--- src/hw/rtl/spfc_pkg.sv ---
`timescale 1ns / 1ps
`default_nettype none

package spfc_pkg;

  // Longest block before the meter closes it on its own.
  localparam int MAX_BLOCK = 4096;
  // Significant bits of an input sample; the rest is scaled up to Q1.23.
  localparam int SAMPLE_BITS = 24;
  localparam int UP = 24 - SAMPLE_BITS;

  // Sum widths: a square is at most 2^46, summed over MAX_BLOCK samples.
  localparam int ACC_W = 47 + $clog2(MAX_BLOCK);
  localparam int XACC_W = ACC_W + 1;

  // Configuration register indexes.
  localparam logic [1:0] REG_INVERT_LEFT = 2'd0;
  localparam logic [1:0] REG_INVERT_RIGHT = 2'd1;
  localparam logic [1:0] REG_RAMP_COEFF = 2'd2;
  localparam logic [1:0] REG_STEREO_ENABLE = 2'd3;

  // Input word commands.
  localparam logic CMD_SAMPLE = 1'b0;
  localparam logic CMD_PREPARE = 1'b1;

  // One classified input word waiting for the processing side.
  typedef struct packed {
    logic prepare;
    logic bypass;
    logic last;
    logic signed [23:0] xl;
    logic signed [23:0] xr;
  } item_t;

  // Requests from the sample sequencer to the correlation engine.
  typedef struct packed {
    logic start;
    logic clear;
    logic stereo;
  } corr_req_t;

  // Status of the correlation engine.
  typedef struct packed {
    logic busy;
    logic tap;
    logic signed [15:0] reading;
  } corr_stat_t;

endpackage

`default_nettype wire

--- src/hw/rtl/spfc_corr.sv ---
`timescale 1ns / 1ps
`default_nettype none

module spfc_corr (
  input  logic                                clk,
  input  logic                                rst,
  input  spfc_pkg::corr_req_t                 req,
  input  logic signed [spfc_pkg::XACC_W-1:0]  sum_cross,
  input  logic [spfc_pkg::ACC_W-1:0]          sum_left_sq,
  input  logic [spfc_pkg::ACC_W-1:0]          sum_right_sq,
  output spfc_pkg::corr_stat_t                stat
);

  localparam int ACC_W = spfc_pkg::ACC_W;
  localparam int XACC_W = spfc_pkg::XACC_W;

  localparam logic [3:0] C_IDLE   = 4'd0;
  localparam logic [3:0] C_NORM   = 4'd1;
  localparam logic [3:0] C_PROD   = 4'd2;
  localparam logic [3:0] C_SQRT   = 4'd3;
  localparam logic [3:0] C_DCHK   = 4'd4;
  localparam logic [3:0] C_DIV    = 4'd5;
  localparam logic [3:0] C_CLAMP  = 4'd6;
  localparam logic [3:0] C_SMUL   = 4'd7;
  localparam logic [3:0] C_SMOOTH = 4'd8;

  localparam logic [12:0]        SILENCE_SQ = 13'd4952;
  localparam logic [4:0]         SQRT_LAST  = 5'd29;
  localparam logic [3:0]         DIV_LAST   = 4'd15;
  localparam logic [16:0]        Q_SAT      = 17'd32768;
  localparam logic signed [15:0] SMOOTH_Q16 = 16'sd9830;

  logic [3:0]              state;
  logic [ACC_W-1:0]        ll;
  logic [ACC_W-1:0]        rr;
  logic [ACC_W-1:0]        mag;
  logic                    neg;
  logic [59:0]             rad;
  logic [29:0]             root;
  logic [30:0]             rem;
  logic [4:0]              iter;
  logic [45:0]             drem;
  logic [45:0]             dsh;
  logic [15:0]             quo;
  logic                    qsat;
  logic [3:0]              dcnt;
  logic signed [15:0]      cval;
  logic signed [32:0]      sprod;
  logic signed [15:0]      smoothed;
  logic                    primed;
  logic                    tap;

  logic                    is_zero;
  logic                    is_silent;
  logic [25:0]             small_prod;
  logic [XACC_W-1:0]       abs_cross;
  logic                    big_l;
  logic                    big_r;
  logic [32:0]             sq_cur;
  logic [32:0]             sq_trial;
  logic [16:0]             qc;
  logic signed [17:0]      cwide;
  logic signed [15:0]      cnext;
  logic signed [16:0]      dlt;
  logic signed [32:0]      radj;
  logic signed [17:0]      step;
  logic signed [17:0]      snew;

  // Entry checks: empty channel, or energy product below the silence floor.
  always_comb begin
    is_zero    = (sum_left_sq == '0) || (sum_right_sq == '0);
    small_prod = sum_left_sq[12:0] * sum_right_sq[12:0];
    is_silent  = (sum_left_sq < ACC_W'(SILENCE_SQ)) && (sum_right_sq < ACC_W'(SILENCE_SQ))
                 && (small_prod < 26'(SILENCE_SQ));
    abs_cross  = sum_cross[XACC_W-1] ? XACC_W'(-sum_cross) : XACC_W'(sum_cross);
  end

  // Normalization: each energy drops by 2 bits until it is below 2^30.
  assign big_l = |ll[ACC_W-1:30];
  assign big_r = |rr[ACC_W-1:30];

  // One root bit per cycle from the top two radicand bits.
  assign sq_cur   = {rem, rad[59:58]};
  assign sq_trial = {1'b0, root, 2'b01};

  // Quotient to a signed Q1.15 value.
  always_comb begin
    qc    = qsat ? Q_SAT : ((17'(quo) > Q_SAT) ? Q_SAT : 17'(quo));
    cwide = neg ? -$signed({1'b0, qc}) : $signed({1'b0, qc});
    cnext = (cwide > 18'sd32767) ? 16'sd32767 : 16'(cwide);
  end

  // Smoothing by 0.15, rounded to nearest with floor.
  always_comb begin
    dlt  = 17'(cval) - 17'(smoothed);
    radj = sprod + 33'sd32768;
    step = 18'(radj >>> 16);
    snew = 18'(smoothed) + step;
  end

  assign stat.busy    = (state != C_IDLE);
  assign stat.tap     = tap;
  assign stat.reading = smoothed;

  always_ff @(posedge clk) begin
    if (rst) begin
      state    <= C_IDLE;
      smoothed <= '0;
      primed   <= 1'b0;
      tap      <= 1'b0;
    end else begin
      unique case (state)
        C_IDLE: begin
          if (req.clear) begin
            smoothed <= '0;
            primed   <= 1'b0;
            tap      <= 1'b0;
          end else if (req.start) begin
            if (!req.stereo) begin
              tap    <= 1'b0;
              primed <= 1'b0;
            end else if (!is_zero && !is_silent) begin
              ll    <= sum_left_sq;
              rr    <= sum_right_sq;
              neg   <= sum_cross[XACC_W-1];
              mag   <= abs_cross[ACC_W-1:0];
              state <= C_NORM;
            end
          end
        end
        C_NORM: begin
          if (big_l) begin
            ll <= ll >> 2;
          end
          if (big_r) begin
            rr <= rr >> 2;
          end
          // The cross sum loses half of the combined energy shift.
          if (big_l && big_r) begin
            mag <= mag >> 2;
          end else if (big_l || big_r) begin
            mag <= mag >> 1;
          end else begin
            state <= C_PROD;
          end
        end
        C_PROD: begin
          rad   <= ll[29:0] * rr[29:0];
          root  <= '0;
          rem   <= '0;
          iter  <= '0;
          state <= C_SQRT;
        end
        C_SQRT: begin
          if (sq_cur >= sq_trial) begin
            rem  <= 31'(sq_cur - sq_trial);
            root <= {root[28:0], 1'b1};
          end else begin
            rem  <= 31'(sq_cur);
            root <= {root[28:0], 1'b0};
          end
          rad  <= rad << 2;
          iter <= iter + 5'd1;
          if (iter == SQRT_LAST) begin
            state <= C_DCHK;
          end
        end
        C_DCHK: begin
          // A quotient of 2^16 or more saturates without dividing.
          if (root == '0) begin
            state <= C_IDLE;
          end else if (mag >= ACC_W'({root, 1'b0})) begin
            qsat  <= 1'b1;
            state <= C_CLAMP;
          end else begin
            qsat  <= 1'b0;
            drem  <= {mag[30:0], 15'd0};
            dsh   <= {1'b0, root, 15'd0};
            quo   <= '0;
            dcnt  <= '0;
            state <= C_DIV;
          end
        end
        C_DIV: begin
          if (drem >= dsh) begin
            drem <= drem - dsh;
            quo  <= {quo[14:0], 1'b1};
          end else begin
            quo  <= {quo[14:0], 1'b0};
          end
          dsh  <= dsh >> 1;
          dcnt <= dcnt + 4'd1;
          if (dcnt == DIV_LAST) begin
            state <= C_CLAMP;
          end
        end
        C_CLAMP: begin
          cval  <= cnext;
          state <= C_SMUL;
        end
        C_SMUL: begin
          // The first reading is taken as it is.
          if (!primed) begin
            smoothed <= cval;
            primed   <= 1'b1;
            tap      <= 1'b1;
            state    <= C_IDLE;
          end else begin
            sprod <= dlt * SMOOTH_Q16;
            state <= C_SMOOTH;
          end
        end
        C_SMOOTH: begin
          if (snew > 18'sd32767) begin
            smoothed <= 16'sd32767;
          end else if (snew < -18'sd32768) begin
            smoothed <= -16'sd32768;
          end else begin
            smoothed <= 16'(snew);
          end
          tap   <= 1'b1;
          state <= C_IDLE;
        end
        default: begin
          state <= C_IDLE;
        end
      endcase
    end
  end

endmodule

`default_nettype wire

--- config.mk ---
export PLATFORM = sky130hd
export DESIGN_NAME = spfc_corr
export DESIGN_NICKNAME = d
export VERILOG_FILES = /design/src/hw/rtl/spfc_pkg.sv /design/src/hw/rtl/spfc_corr.sv
export SDC_FILE = /design/constraint.sdc
export NUM_CORES = 2
export LEC_CHECK = 0
export BUFFER_PORTS_ARGS = -buffer_cell sky130_fd_sc_hd__buf_2
export CAP_MARGIN = 25
export CORE_MARGIN = 5
export CORE_UTILIZATION = 44
export DETAILED_ROUTE_END_ITERATION = 7
export SLEW_MARGIN = 40
export SYNTH_ARGS = -nofsm -noshare
export SYNTH_HDL_FRONTEND = slang
export SYNTH_SLANG_ARGS = --single-unit
--- constraint.sdc ---
create_clock -name clk -period 17 [get_ports clk]
set_input_delay 3.4 -clock clk [delete_from_list [all_inputs] [get_ports clk]]
set_output_delay 3.4 -clock clk [all_outputs]
set_load 0.02 [all_outputs]
==> flow_metrics.tcl <==
set metrics [dict create \
    status "finished, final reports clean" \
    clock_path_buffers 3 \
    dieArea_um2 160000 \
    reg2reg_from "ll[6]" \
    drive_gt1_share_pct 5.98 \
    setup_ws_ns 6.64 \
    synth_compound_area_share_pct 8.90 \
    crit_top_cell "fa_1" \
    rsz0062_at_grt "false" \
    critPathArrivalTime_ns 10.64 \
    nNetsFinal 9135 \
    crit_slowest_cell "o311ai_4" \
    cp-end-kind "flop" \
    synthMuxAreaShare_pct 0.453 \
    maxCapViolCount 0 \
    htreeDepth 2 \
    fillers 14700 \
    cts_resized 0 \
    synth_edf_count 449 \
    hold_buffers 0 \
    grt_max_degree 125 \
    drtPass1Iterations 5 \
    syn_area_per_cell_um2 9.08 \
    hold_violations 0 \
    worst-path-buf-inv 6 \
    yosys_warnings 0 \
    cts_tree "yes" \
    std_cell_rows 143 \
    synth_commonest_cells "1,314 x nand2_1, 1,226 x inv_1, 987 x fa_1, 574 x ha_1, 502 x and2_1" \
    drc_errors 0 \
    cts_setup_buffers 0 \
    antenna_found_initial 7 \
    preCtsSetupSlack_ns 6.04 \
    cpPeakStageDelay_ns 0.67 \
    synth_ff_type "edfxtp_1" \
    cp_max_fo 59 \
    synth_top_family_by_area "adder cells" \
    max_clock_freq_ghz 0.0966 \
    die_h_um 400 \
    crit_type "input pin to flop" \
    wl_per_cell_um 19.7 \
    grt_pass1_vias 53000 \
    ant_nets 0 \
    vias 51400 \
    track_usage_pct 23.1 \
    synth_fp_nets 9131 \
    path_clk_slew_ns 0.06 \
    yosysTopAreaCellShare_pct 29.5 \
    wl_um 186000 \
    ys_ff_latch 471 \
    yosysMostFrequentCell "nand2_1" \
    die-width_um 400 \
    post-route-period-util_pct 60.9 \
    viasPerCell 5.43 \
    layout_min_cycle_time_ns 10.36 \
    hold_path_startpoint "rad[0]" \
    synth-xor-area-share_pct 2.95 \
    synthCells 7387 \
    drt-initial-drc-count 3864 \
    io-pin-count 201 \
    slew_violations 0 \
    setup_tns_ns 0 \
    worstPathCellList "buf_2 -> and2_1 -> fa_1 -> inv_1 -> fa_1 -> inv_1 -> fa_1 -> inv_1 -> fa_1 -> fa_1 -> inv_1 -> ha_1 -> or2_2 -> and2_1 -> o21ai_0 -> o21ai_0 -> a41oi_1 -> mux2_2 -> a2111oi_0 -> nand4_1 -> o311ai_4 -> a211oi_4 -> buf_4" \
    setup.worst_path.start "sum_right_sq[3]" \
    yosys.area_share.simple_pct 18.0 \
    yosysTopAreaCell "fa_1" \
    cp_top_family "adder cells" \
    placed_cell_area_um2 70200 \
    synthArstFlopShare_pct 0 \
    hpwlAfterDp_um 138000 \
    clock_latency_ns 0.67 \
    setup_viol 0 \
    synthAdderAreaFrac_pct 40.2 \
    tightest_slew_ns 0.877 \
    initial_core_util_pct 44.2 \
    ys_top_cells_by_area "fa_1 29%, edfxtp_1 20%, ha_1 11%" \
    hp-class "flop to flop" \
    place_congestion 0.884 \
    finalClockSkew_ns 0.0389 \
    clock-root-buffer "clkbuf_16" \
    synth.cell_area_um2 67100 \
    core_um2 152000 \
    synth_seq_area_share_pct 20.8 \
    slew_headroom_pct 41.0 \
    grt_overflow_total 0 \
    clock-sinks 471 \
    io_buffers 200 \
    synthToLayoutAreaGrowth_pct 7.81 \
    synth_cell_types 82 \
    numCtsBuffers 57 \
    worstPathRequired_ns 17.28 \
    final_area_um2 72300 \
    startpoint_type "input pin" \
    grt_pass1_wl_um 299000 \
]
## placed cells by master (no fill, tap or decap), types with 62 or more instances in the layout
master,Yosys,layout
and2_1,502,502
a31oi_1,86,84
ha_1,574,574
inv_1,1226,1226
xor2_1,77,75
buf_4,3,79
edfxtp_1,449,449
o21ai_0,233,233
xnor2_1,149,145
nor3_1,72,70
a21oi_1,221,220
fa_1,987,987
nand3_1,71,70
nand2_1,1314,1312
a21o_1,115,115
nor4_1,64,62
nor2_1,334,330
buf_2,4,199
## metal layers
layer | part of all wire, % | track usage, % | up-vias | wire length (um)
met5 | 0.0070 | 0 | - | 13
met4 | 2.6 | 5.81 | 2 | 4840
met3 | 7.1 | 3.80 | 259 | 13300
met2 | 44 | 35.9 | 1751 | 82800
met1 | 46 | 33.9 | 25700 | 85400
li1 | - | - | 23700 | -
## flip-flops by register name, indices dropped and copies added, names as in the netlist
register,count
rad,60
ll,59
mag,59
rr,59
drem,46
dsh,45
rem,31
root,30
sprod,17
cval,16
quo,16
smoothed,16
iter,5
dcnt,4
state,4
neg,1
primed,1
qsat,1
tap,1
## worst paths after layout
kind	slack [ns]	cells past startpoint	endpoint
max reg2reg	7.71	27	rad[56]
min	0.50	2	rad[2]
min reg2reg	0.50	2	rad[2]
max	6.64	23	rr[1]
## per-stage QoR
step | utilization (%) | instances | hold WS [ns]
floorplan | - | 7387 | 0.465
global placement | 46.2 | 9360 | 0.488
detailed placement | 46.3 | 9361 | 0.495
CTS | 47.6 | 9466 | 0.504
global route | 47.7 | 9470 | 0.541
finish | 47.7 | 9475 | 0.504
## final cells by class
cell class | count | area [um2] | area share [%]
Timing Repair Buffer | 287 | 1690 | 2.34
Inverter | 1226 | 4600 | 6.36
Tap cell | 2030 | 2540 | 3.51
Clock inverter | 42 | 556 | 0.768
Sequential cell | 471 | 13900 | 19.3
Clock buffer | 63 | 1470 | 2.03
Antenna cell | 8 | 20.0 | 0.0277
Multi-Input combinational cell | 5348 | 47500 | 65.7
## worst reg2reg max path: cells and delay by family, from the launching register on
kind	cells	cell delay, ns
and+or+nand+nor	5	1.12
AOI/OAI and AO/OA	5	1.67
DFF	1	0.67
muxes	1	0.23
buffers and inverters	7	0.75
adders and majority gates	9	4.59
## kinds of logic (layout without fill, tap and decap cells)
family | Yosys count | after routing
adder cells (fa/ha/maj) | 1561 | 1561
other | 0 | 8
flip-flops | 471 | 471
AND/OR/NAND/NOR | 2596 | 2596
XOR/XNOR | 226 | 226
multiplexers | 30 | 30
AO/OA/AOI/OAI | 935 | 935
buffers and inverters | 1568 | 1618
Power is not shown: default switching activity piles up to over one toggle a cycle in this logic, so the estimate is an artifact.
