[config.mk]
export PLATFORM = sky130hd
export DESIGN_NAME = spfc_front
export DESIGN_NICKNAME = d
export VERILOG_FILES = /design/src/hw/rtl/spfc_pkg.sv /design/src/hw/rtl/spfc_front.sv
export SDC_FILE = /design/constraint.sdc
export NUM_CORES = 1
export LEC_CHECK = 0
export BUFFER_PORTS_ARGS = -buffer_cell sky130_fd_sc_hd__buf_2
export CELL_PAD_IN_SITES_DETAIL_PLACEMENT = 0
export CELL_PAD_IN_SITES_GLOBAL_PLACEMENT = 1
export CORE_UTILIZATION = 43
export DETAILED_ROUTE_END_ITERATION = 8
export GPL_TIMING_DRIVEN = 1
export HOLD_SLACK_MARGIN = 0.06
export MAX_ROUTING_LAYER = met4
export PLACE_DENSITY = 0.79
export SLEW_MARGIN = 15
export SYNTH_ARGS = -nofsm -noshare
export SYNTH_HDL_FRONTEND = slang
export SYNTH_SLANG_ARGS = --single-unit
[constraint.sdc]
create_clock -name clk -period 2.9 [get_ports clk]
set_clock_uncertainty 0.1 [all_clocks]
set_input_delay 0.29 -clock clk [delete_from_list [all_inputs] [get_ports clk]]
set_output_delay 0.29 -clock clk [all_outputs]
set_load 0.05 [all_outputs]
[src/hw/rtl/spfc_pkg.sv]
`timescale 1ns / 1ps
`default_nettype none

package spfc_pkg;

  // Longest block before the meter closes it on its own.
  localparam int MAX_BLOCK = 4096;
  // Significant bits of an input sample; the rest is scaled up to Q1.23.
  localparam int SAMPLE_BITS = 24;
  localparam int UP = 24 - SAMPLE_BITS;

  // Sum widths: a square is at most 2^46, summed over MAX_BLOCK samples.
  localparam int ACC_W = 47 + $clog2(MAX_BLOCK);
  localparam int XACC_W = ACC_W + 1;

  // Configuration register indexes.
  localparam logic [1:0] REG_INVERT_LEFT = 2'd0;
  localparam logic [1:0] REG_INVERT_RIGHT = 2'd1;
  localparam logic [1:0] REG_RAMP_COEFF = 2'd2;
  localparam logic [1:0] REG_STEREO_ENABLE = 2'd3;

  // Input word commands.
  localparam logic CMD_SAMPLE = 1'b0;
  localparam logic CMD_PREPARE = 1'b1;

  // One classified input word waiting for the processing side.
  typedef struct packed {
    logic prepare;
    logic bypass;
    logic last;
    logic signed [23:0] xl;
    logic signed [23:0] xr;
  } item_t;

  // Requests from the sample sequencer to the correlation engine.
  typedef struct packed {
    logic start;
    logic clear;
    logic stereo;
  } corr_req_t;

  // Status of the correlation engine.
  typedef struct packed {
    logic busy;
    logic tap;
    logic signed [15:0] reading;
  } corr_stat_t;

endpackage

`default_nettype wire

[src/hw/rtl/spfc_front.sv]
`timescale 1ns / 1ps
`default_nettype none

module spfc_front (
  input  logic                clk,
  input  logic                rst,
  input  logic                in_valid,
  output logic                in_ready,
  input  logic                in_command,
  input  logic [23:0]         in_left,
  input  logic [23:0]         in_right,
  input  logic                in_last,
  input  logic                in_bypass,
  output logic                item_valid,
  output spfc_pkg::item_t     item,
  input  logic                item_pop
);

  spfc_pkg::item_t q_mem [2];
  spfc_pkg::item_t item_in;
  logic            wr_ptr;
  logic            rd_ptr;
  logic [1:0]      count;
  logic            push;
  logic            pop;

  // Classify the word and scale the samples up to Q1.23.
  always_comb begin
    item_in.prepare = (in_command == spfc_pkg::CMD_PREPARE);
    item_in.bypass  = in_bypass;
    item_in.last    = in_last;
    item_in.xl      = $signed(in_left << spfc_pkg::UP);
    item_in.xr      = $signed(in_right << spfc_pkg::UP);
  end

  assign in_ready   = (count != 2'd2);
  assign push       = in_valid && in_ready;
  assign item_valid = (count != 2'd0);
  assign pop        = item_pop && item_valid;
  assign item       = q_mem[rd_ptr];

  // Two-entry queue storage.
  always_ff @(posedge clk) begin
    if (push) begin
      q_mem[wr_ptr] <= item_in;
    end
  end

  // Queue pointers and fill level.
  always_ff @(posedge clk) begin
    if (rst) begin
      wr_ptr <= 1'b0;
      rd_ptr <= 1'b0;
      count  <= 2'd0;
    end else begin
      if (push) begin
        wr_ptr <= ~wr_ptr;
      end
      if (pop) begin
        rd_ptr <= ~rd_ptr;
      end
      if (push && !pop) begin
        count <= count + 2'd1;
      end else if (pop && !push) begin
        count <= count - 2'd1;
      end
    end
  end

endmodule

`default_nettype wire

==> flow_summary_export.csv, run 1 <==
group,metric,value,unit
clock_network,cts_tree,"built",
global_routing,grt_pass1_vias,2164,
route,vias,2119,
die,fp.dieH,97.1,µm
global_routing,track_usage,14.4,%
timing,tightest_slew,0.644,ns
route,route.detailed.drc,0,
power,ir_drop,0.593,mV
clock_network,cts_root_buf,"clkbuf_8",
yosys,yosys.area.top_type,"edfxtp_1",
worst_setup_path,critical_path.top_delay_family,"buffers and inverters",
worst_setup_path,r2r_setup_slack,0.97,ns
route,ant_nets,0,
clock_network,clk_latency,0.34,ns
yosys,syn_area,3890,µm²
flow_run,cap_violations,0,
placement,place_hpwl,3910,µm
route,wire_per_inst,13.7,µm
final_layout,num-nets-final,407,
timing,hold_violations,0,
timing,tns,0,ns
hold_path,holdPathEnd,"wr_ptr",
clock_network,max-clock-path-buffers,2,
yosys,post-synth-top-area-fraction,78.7,%
final_layout,drive_above_1_share,50.7,%
timing,rsz0062_at_grt,"false",
route,dr.pass1.iters,4,
worst_setup_path,crit_path_start_kind,"flip-flop",
yosys,synth_warnings,0,
yosys,synth_cell_types,17,
final_layout,insertedDiodeCount,0,
worst_setup_path,slowest_stage,"mux2_2",
die,die_x,97.1,µm
power,p_switching,1.75,mW
clock_network,cts_max_level,3,
power,p_comb_share,38.7,%
route,drt_wl_total,6340,µm
worst_setup_path,critPathKind,"reg2out",
die,io_pins,108,
placement,globalplace.congestion,0.692,
placement,numPortBuffers,107,
clock_network,clkTransAtPathRegs,0.08,ns
hold_path,hold_depth,3,
die,row_count,34,
yosys,ys_seq_area_share,81.3,%
worst_setup_path,crit_fanout,28,
clock_network,numCtsBuffers,9,
worst_setup_path,rr_endpoint,"q_mem[1][10]",
route,drt_iter0_drc,33,
yosys,synth_seq_cells,107,
timing,fmax,494,MHz
timing,drv_slew,0,
worst_setup_path,path_cells,"buf_4, mux2_2, buf_2",
yosys,synth_area_leaders,"edfxtp_1 (79%), mux2_2 (15%), dfxtp_1 (2.6%), buf_2 (0.77%), xor2_1 (0.68%)",
timing,min_period,2.02,ns
timing,fin_hold_ws,0.175,ns
timing,setup_viol,0,
worst_setup_path,reg2reg_depth,3,
final_layout,stdcell_count,463,
die,coreArea,8720,µm²
worst_setup_path,cp.required,2.51,ns
global_routing,antenna_found_initial,0,
power,p_sw_share,37.9,%
worst_setup_path,slowest_delay,0.40,ns
global_routing,grt_pass1_wl,9980,µm
global_routing,gr-total-overflow,0,
die,start_util,44.6,%
worst_setup_path,r2r-start,"count[0]",
final_layout,area_growth,36.1,%
timing,slew_headroom,57.1,%
hold_path,hold_path_class,"in2reg",
global_routing,grt_start_max_net_pins,29,
yosys,avgSynthCellArea,21.3,µm²
worst_setup_path,cp_num_buf_inv,2,
power,p_seq_share,43.0,%
power,internal-power,2.86,mW
worst_setup_path,cp.arrival,1.63,ns
power,power-per-cell-area,871,nW/µm²
clock_network,cts.sinks,107,
run_status,status,"finished, final reports clean",
hold_path,hp-start,"in_valid",
yosys,synth.net_count,239,
placement,dpl.cell_count,396,
power,pwr-share-clk,18.3,%
power,p_leak,2.00,nW
die,die-area,9430,µm²
yosys,netlist_instances,183,
timing,period_share,69.8,%
route,vias_per_cell,4.58,
worst_setup_path,cp-end-kind,"output pin",
[worst register-to-register path, delay by kind of cell, from the launching register on]
kind                   cells  cell delay [ns]
buffers and inverters      1             0.29
flip-flops                 1             0.41
AND/OR/NAND/NOR            2             0.83
[power groups by stage]
stage	registers [mW]	logic [mW]	clock network [mW]
2_1_floorplan	2.01	1.39	0
3_5_place_dp	2.02	1.75	0
3_3_place_gp	2.01	1.75	0
5_1_grt	2.00	1.88	0.928
6_report	1.98	1.78	0.842
4_1_cts	1.98	1.81	0.880
[cell type report]
class | count | area, µm²
clock buffer | 11 | 131
clock inverter | 4 | 52.6
fill | 664 | 3430
inverter | 1 | 3.75
multi-input combinational | 69 | 694
sequential | 107 | 3160
tap | 108 | 135
timing repair buffer | 163 | 1110
[how the worst max path moves through the flow]
stage,start,endpoint,cells after the start
2_1_floorplan,count[0],q_mem[1][0],2
3_3_place_gp,count[0],q_mem[1][8],3
3_5_place_dp,count[0],q_mem[1][11],3
4_1_cts,flip-flop,item[26],3
5_1_grt,flip-flop,item[7],3
6_report,flip-flop,item[26],3
[cells in the mapped netlist]
cell	count
buf_2	6
edfxtp_1	102
dfxtp_1	5
or3_1	1
o21ai_0	2
nand2b_1	1
ha_1	1
a21bo_2	1
a21oi_1	2
xor2_1	3
inv_1	1
nand3b_1	1
and3_1	1
mux2_2	51
and2_1	1
or2_2	1
nor2_1	3
[metal layers]
| layer | vias up | part of all wire [%] | track usage, % |
|---|---|---|---|
| li1 | 1048 | - | - |
| met1 | 988 | 45 | 17.3 |
| met2 | 67 | 49 | 23.6 |
| met3 | 16 | 4.2 | 2.45 |
| met4 | 0 | 2.6 | 7.00 |
| met5 | - | 0 | - |
[stage by stage]
| stage | utilization, % | total power, mW | instance area [µm²] | setup WS [ns] |
|---|---|---|---|---|
| final | 60.7 | 4.61 | 5290 | 0.876 |
| after floorplan | - | 3.39 | 3890 | 0.143 |
| after global placement | 52.6 | 3.75 | 4590 | 0.984 |
| after detailed placement | 52.6 | 3.77 | 4590 | 0.913 |
| after global routing | 60.7 | 4.81 | 5290 | 0.782 |
| after CTS | 60.7 | 4.67 | 5290 | 0.830 |
[sequential cells by signal, summed over array words and instances (netlist names), named ones only]
name	cells
rd_ptr	1
wr_ptr	1
q_mem	102
count	2
[layout by cell type (no fill, tap or decap)]
cell type      instances
xor2_1                 3
nand2b_1               1
and3_2                 1
clkinv_4               2
and2_1                 1
nand3b_1               1
buf_2                107
clkinv_2               1
ha_1                   1
clkbuf_8               9
mux2_2                51
dfxtp_1                4
or3_1                  1
buf_4                  2
buf_12                 2
a21bo_2                1
o21ai_0                2
edfxtp_1             102
dfxtp_2                1
dlygate4sd3_1         52
inv_2                  1
a21oi_1                2
clkbuf_1               2
or2_2                  1
bufinv_16              1
nor2_1                 3
[cell families after synthesis]
family | count (synthesis) | share of synthesized area, %
AOI/OAI and AO/OA | 5 | 0.772
xor gates and xnor gates | 3 | 0.676
and+or+nand+nor | 9 | 1.29
buffers and inverters | 7 | 0.868
muxes | 51 | 14.8
DFF | 107 | 81.3
adders and majority gates | 1 | 0.322
[what timing repair did]
action	in CTS	in global routing
hold buffers	52	0
buffers inserted	0	0
resized for setup	0	0
endpoints found under the hold margin	107	0
(Power assumes the default switching activity.)
==> run 2, diff against run 1 <==
CORE_UTILIZATION = 39   (was 43)
PLACE_DENSITY = 0.76   (was 0.79)
clock period = 1.8 ns   (was 2.9 ns; I/O delays follow)
==> run 2 against run 1 <==
  * Cell count rose by 8.2%
  * First-iteration DRC count grew 58%
  * Combinational power is 150% higher
  * Power is 94% higher
  * Design area up 17%
  * Worst hold slack better by 0.018 ns
  * Count of clock-buffer cells in the layout shrank 2
  * Wire length up 31%
  * Critical path type unchanged
  * Critical endpoint is now item[44]
==> flow_summary_export.csv, run 2 (same netlist as run 1, synthesis figures left out) <==
group,metric,value,unit
die,row_count,36,
power,p_leak,2.39,nW
worst_setup_path,cp-end-kind,"output pin",
die,fp.dieH,102,µm
worst_setup_path,path_cells,"buf_8, buf_6, mux2_2, buf_6",
final_layout,largest_reg_flops,102,
power,pwr-share-clk,15.0,%
final_layout,drive_above_1_share,52.7,%
worst_setup_path,r2r-start,"count[1]",
timing,period_share,100,%
timing,fmax,556,MHz
die,io_pins,108,
timing,fin_hold_ws,0.193,ns
power,power.total,8.95,mW
hold_path,hold_path_class,"in2reg",
die,coreArea,9730,µm²
final_layout,regMostFlops,"q_mem",
route,vias_per_cell,4.57,
worst_setup_path,cp_num_buf_inv,3,
final_layout,area_growth,59.0,%
timing,drv_slew,0,
global_routing,grt_pass1_vias,2292,
global_routing,track_usage,14.8,%
power,ir_drop,0.826,mV
power,p_seq_share,36.0,%
route,drt_iter0_drc,52,
placement,place_hpwl,4000,µm
hold_path,hold_depth,4,
power,p_comb_share,49.0,%
final_layout,num-nets-final,419,
worst_setup_path,r2r_setup_slack,0.13,ns
clock_network,cts.sinks,107,
power,power-per-cell-area,1450,nW/µm²
final_layout,layout_commonest_cell,"edfxtp_1",
final_layout,mostFrequentLayoutCells,"edfxtp_1 (102), buf_2 (56), dlygate4sd3_1 (53)",
global_routing,antenna_found_initial,0,
worst_setup_path,cp.required,1.52,ns
route,vias,2289,
timing,setup_viol,0,
route,wire_per_inst,16.6,µm
clock_network,cts_max_level,3,
timing,rsz0062_at_grt,"true",
flow_run,cap_violations,0,
clock_network,clk_latency,0.36,ns
clock_network,clkTransAtPathRegs,0.10,ns
route,route.detailed.drc,0,
power,p_sw_share,37.0,%
clock_network,max-clock-path-buffers,2,
worst_setup_path,slowest_stage,"dfxtp_4",
timing,hold_violations,0,
clock_network,cts_root_buf,"clkbuf_8",
route,drt_wl_total,8300,µm
worst_setup_path,crit_top_cell,"buf_6",
worst_setup_path,rr_endpoint,"count[1]",
hold_path,hp-start,"item_pop",
route,ant_nets,0,
worst_setup_path,crit_path_start_kind,"flip-flop",
timing,tns,0,ns
power,p_switching,3.31,mW
die,die-area,10400,µm²
power,internal-power,5.64,mW
timing,tightest_slew,0.311,ns
worst_setup_path,critPathKind,"reg2out",
placement,globalplace.congestion,0.628,
global_routing,gr-total-overflow,0,
hold_path,holdPathEnd,"rd_ptr",
worst_setup_path,reg2reg_depth,5,
timing,slew_headroom,79.1,%
worst_setup_path,crit_fanout,5,
global_routing,grt_pass1_wl,10700,µm
die,die_x,102,µm
worst_setup_path,critical_path.top_delay_family,"buffers and inverters",
timing,min_period,1.80,ns
final_layout,insertedDiodeCount,0,
clock_network,cts_tree,"built",
clock_network,numCtsBuffers,9,
route,dr.pass1.iters,4,
final_layout,reg_top3,"q_mem x102, count x2",
worst_setup_path,slowest_delay,0.38,ns
run_status,status,"finished, final reports clean",
global_routing,grt_start_max_net_pins,52,
die,start_util,40.0,%
worst_setup_path,cp.arrival,1.52,ns
placement,numPortBuffers,107,
## run 2: worst max-delay path by stage
| stage | from | endpoint | slack (ns) | cells after the start |
|---|---|---|---|---|
| finish | flip-flop | item[44] | 0.0004 | 4 |
| global route | flip-flop | item[42] | -0.05 | 4 |
| CTS | flip-flop | item[22] | -0.009 | 3 |
| detailed placement | count[1] | count[1] | 0.15 | 4 |
| global placement | count[0] | count[1] | 0.21 | 5 |
| floorplan | count[0] | q_mem[0][0] | -0.16 | 3 |
## run 2: metal layers
| metal | track usage, % | vias to the layer above | share of wire, % |
|---|---|---|---|
| met5 | - | - | 0 |
| met2 | 25.4 | 69 | 54 |
| met1 | 16.5 | 1135 | 41 |
| li1 | - | 1077 | - |
| met3 | 4.04 | 8 | 4.0 |
| met4 | 5.60 | 0 | 1.0 |
## run 2: power groups by stage
| stage | logic [mW] | clock network [mW] | registers, mW |
|---|---|---|---|
| final | 4.38 | 1.34 | 3.22 |
| after global placement | 2.87 | 0 | 3.24 |
| after CTS | 3.40 | 1.37 | 3.22 |
| after floorplan | 2.25 | 0 | 3.23 |
| after global routing | 4.56 | 1.48 | 3.25 |
| after detailed placement | 2.89 | 0 | 3.26 |
## run 2: area by class of cell
| type | count | area (µm²) |
|---|---|---|
| clock buffer | 9 | 124 |
| clock inverter | 7 | 50.0 |
| fill | 718 | 3540 |
| inverter | 1 | 7.51 |
| multi-input combinational | 69 | 841 |
| sequential | 107 | 3170 |
| tap | 133 | 166 |
| timing repair buffer | 175 | 1830 |
## run 2: through the flow
stage          instances  worst slack [ns]  area, µm²  utilization (%)
6_report             501          0.000402       6190             63.6
5_1_grt              501           -0.0463       6190             63.6
4_1_cts              492          -0.00906       5620             57.7
3_5_place_dp         422             0.153       4660             47.9
3_3_place_gp         422             0.207       4660             47.9
2_1_floorplan        183            -0.163       3900                -
## run 2: worst reg2reg max path: cells and delay by family (launching register included)
kind	cells	cell delay, ns
and+or+nand+nor	3	0.62
DFF	1	0.43
AOI/OAI and AO/OA	1	0.14
adders and majority gates	1	0.33
## run 2: timing repair
action	CTS	global route
endpoints found under the hold margin	107	0
setup endpoints to repair	41	51
gates cloned	1	7
resized for setup	74	118
hold buffers	53	0
setup buffers	0	2
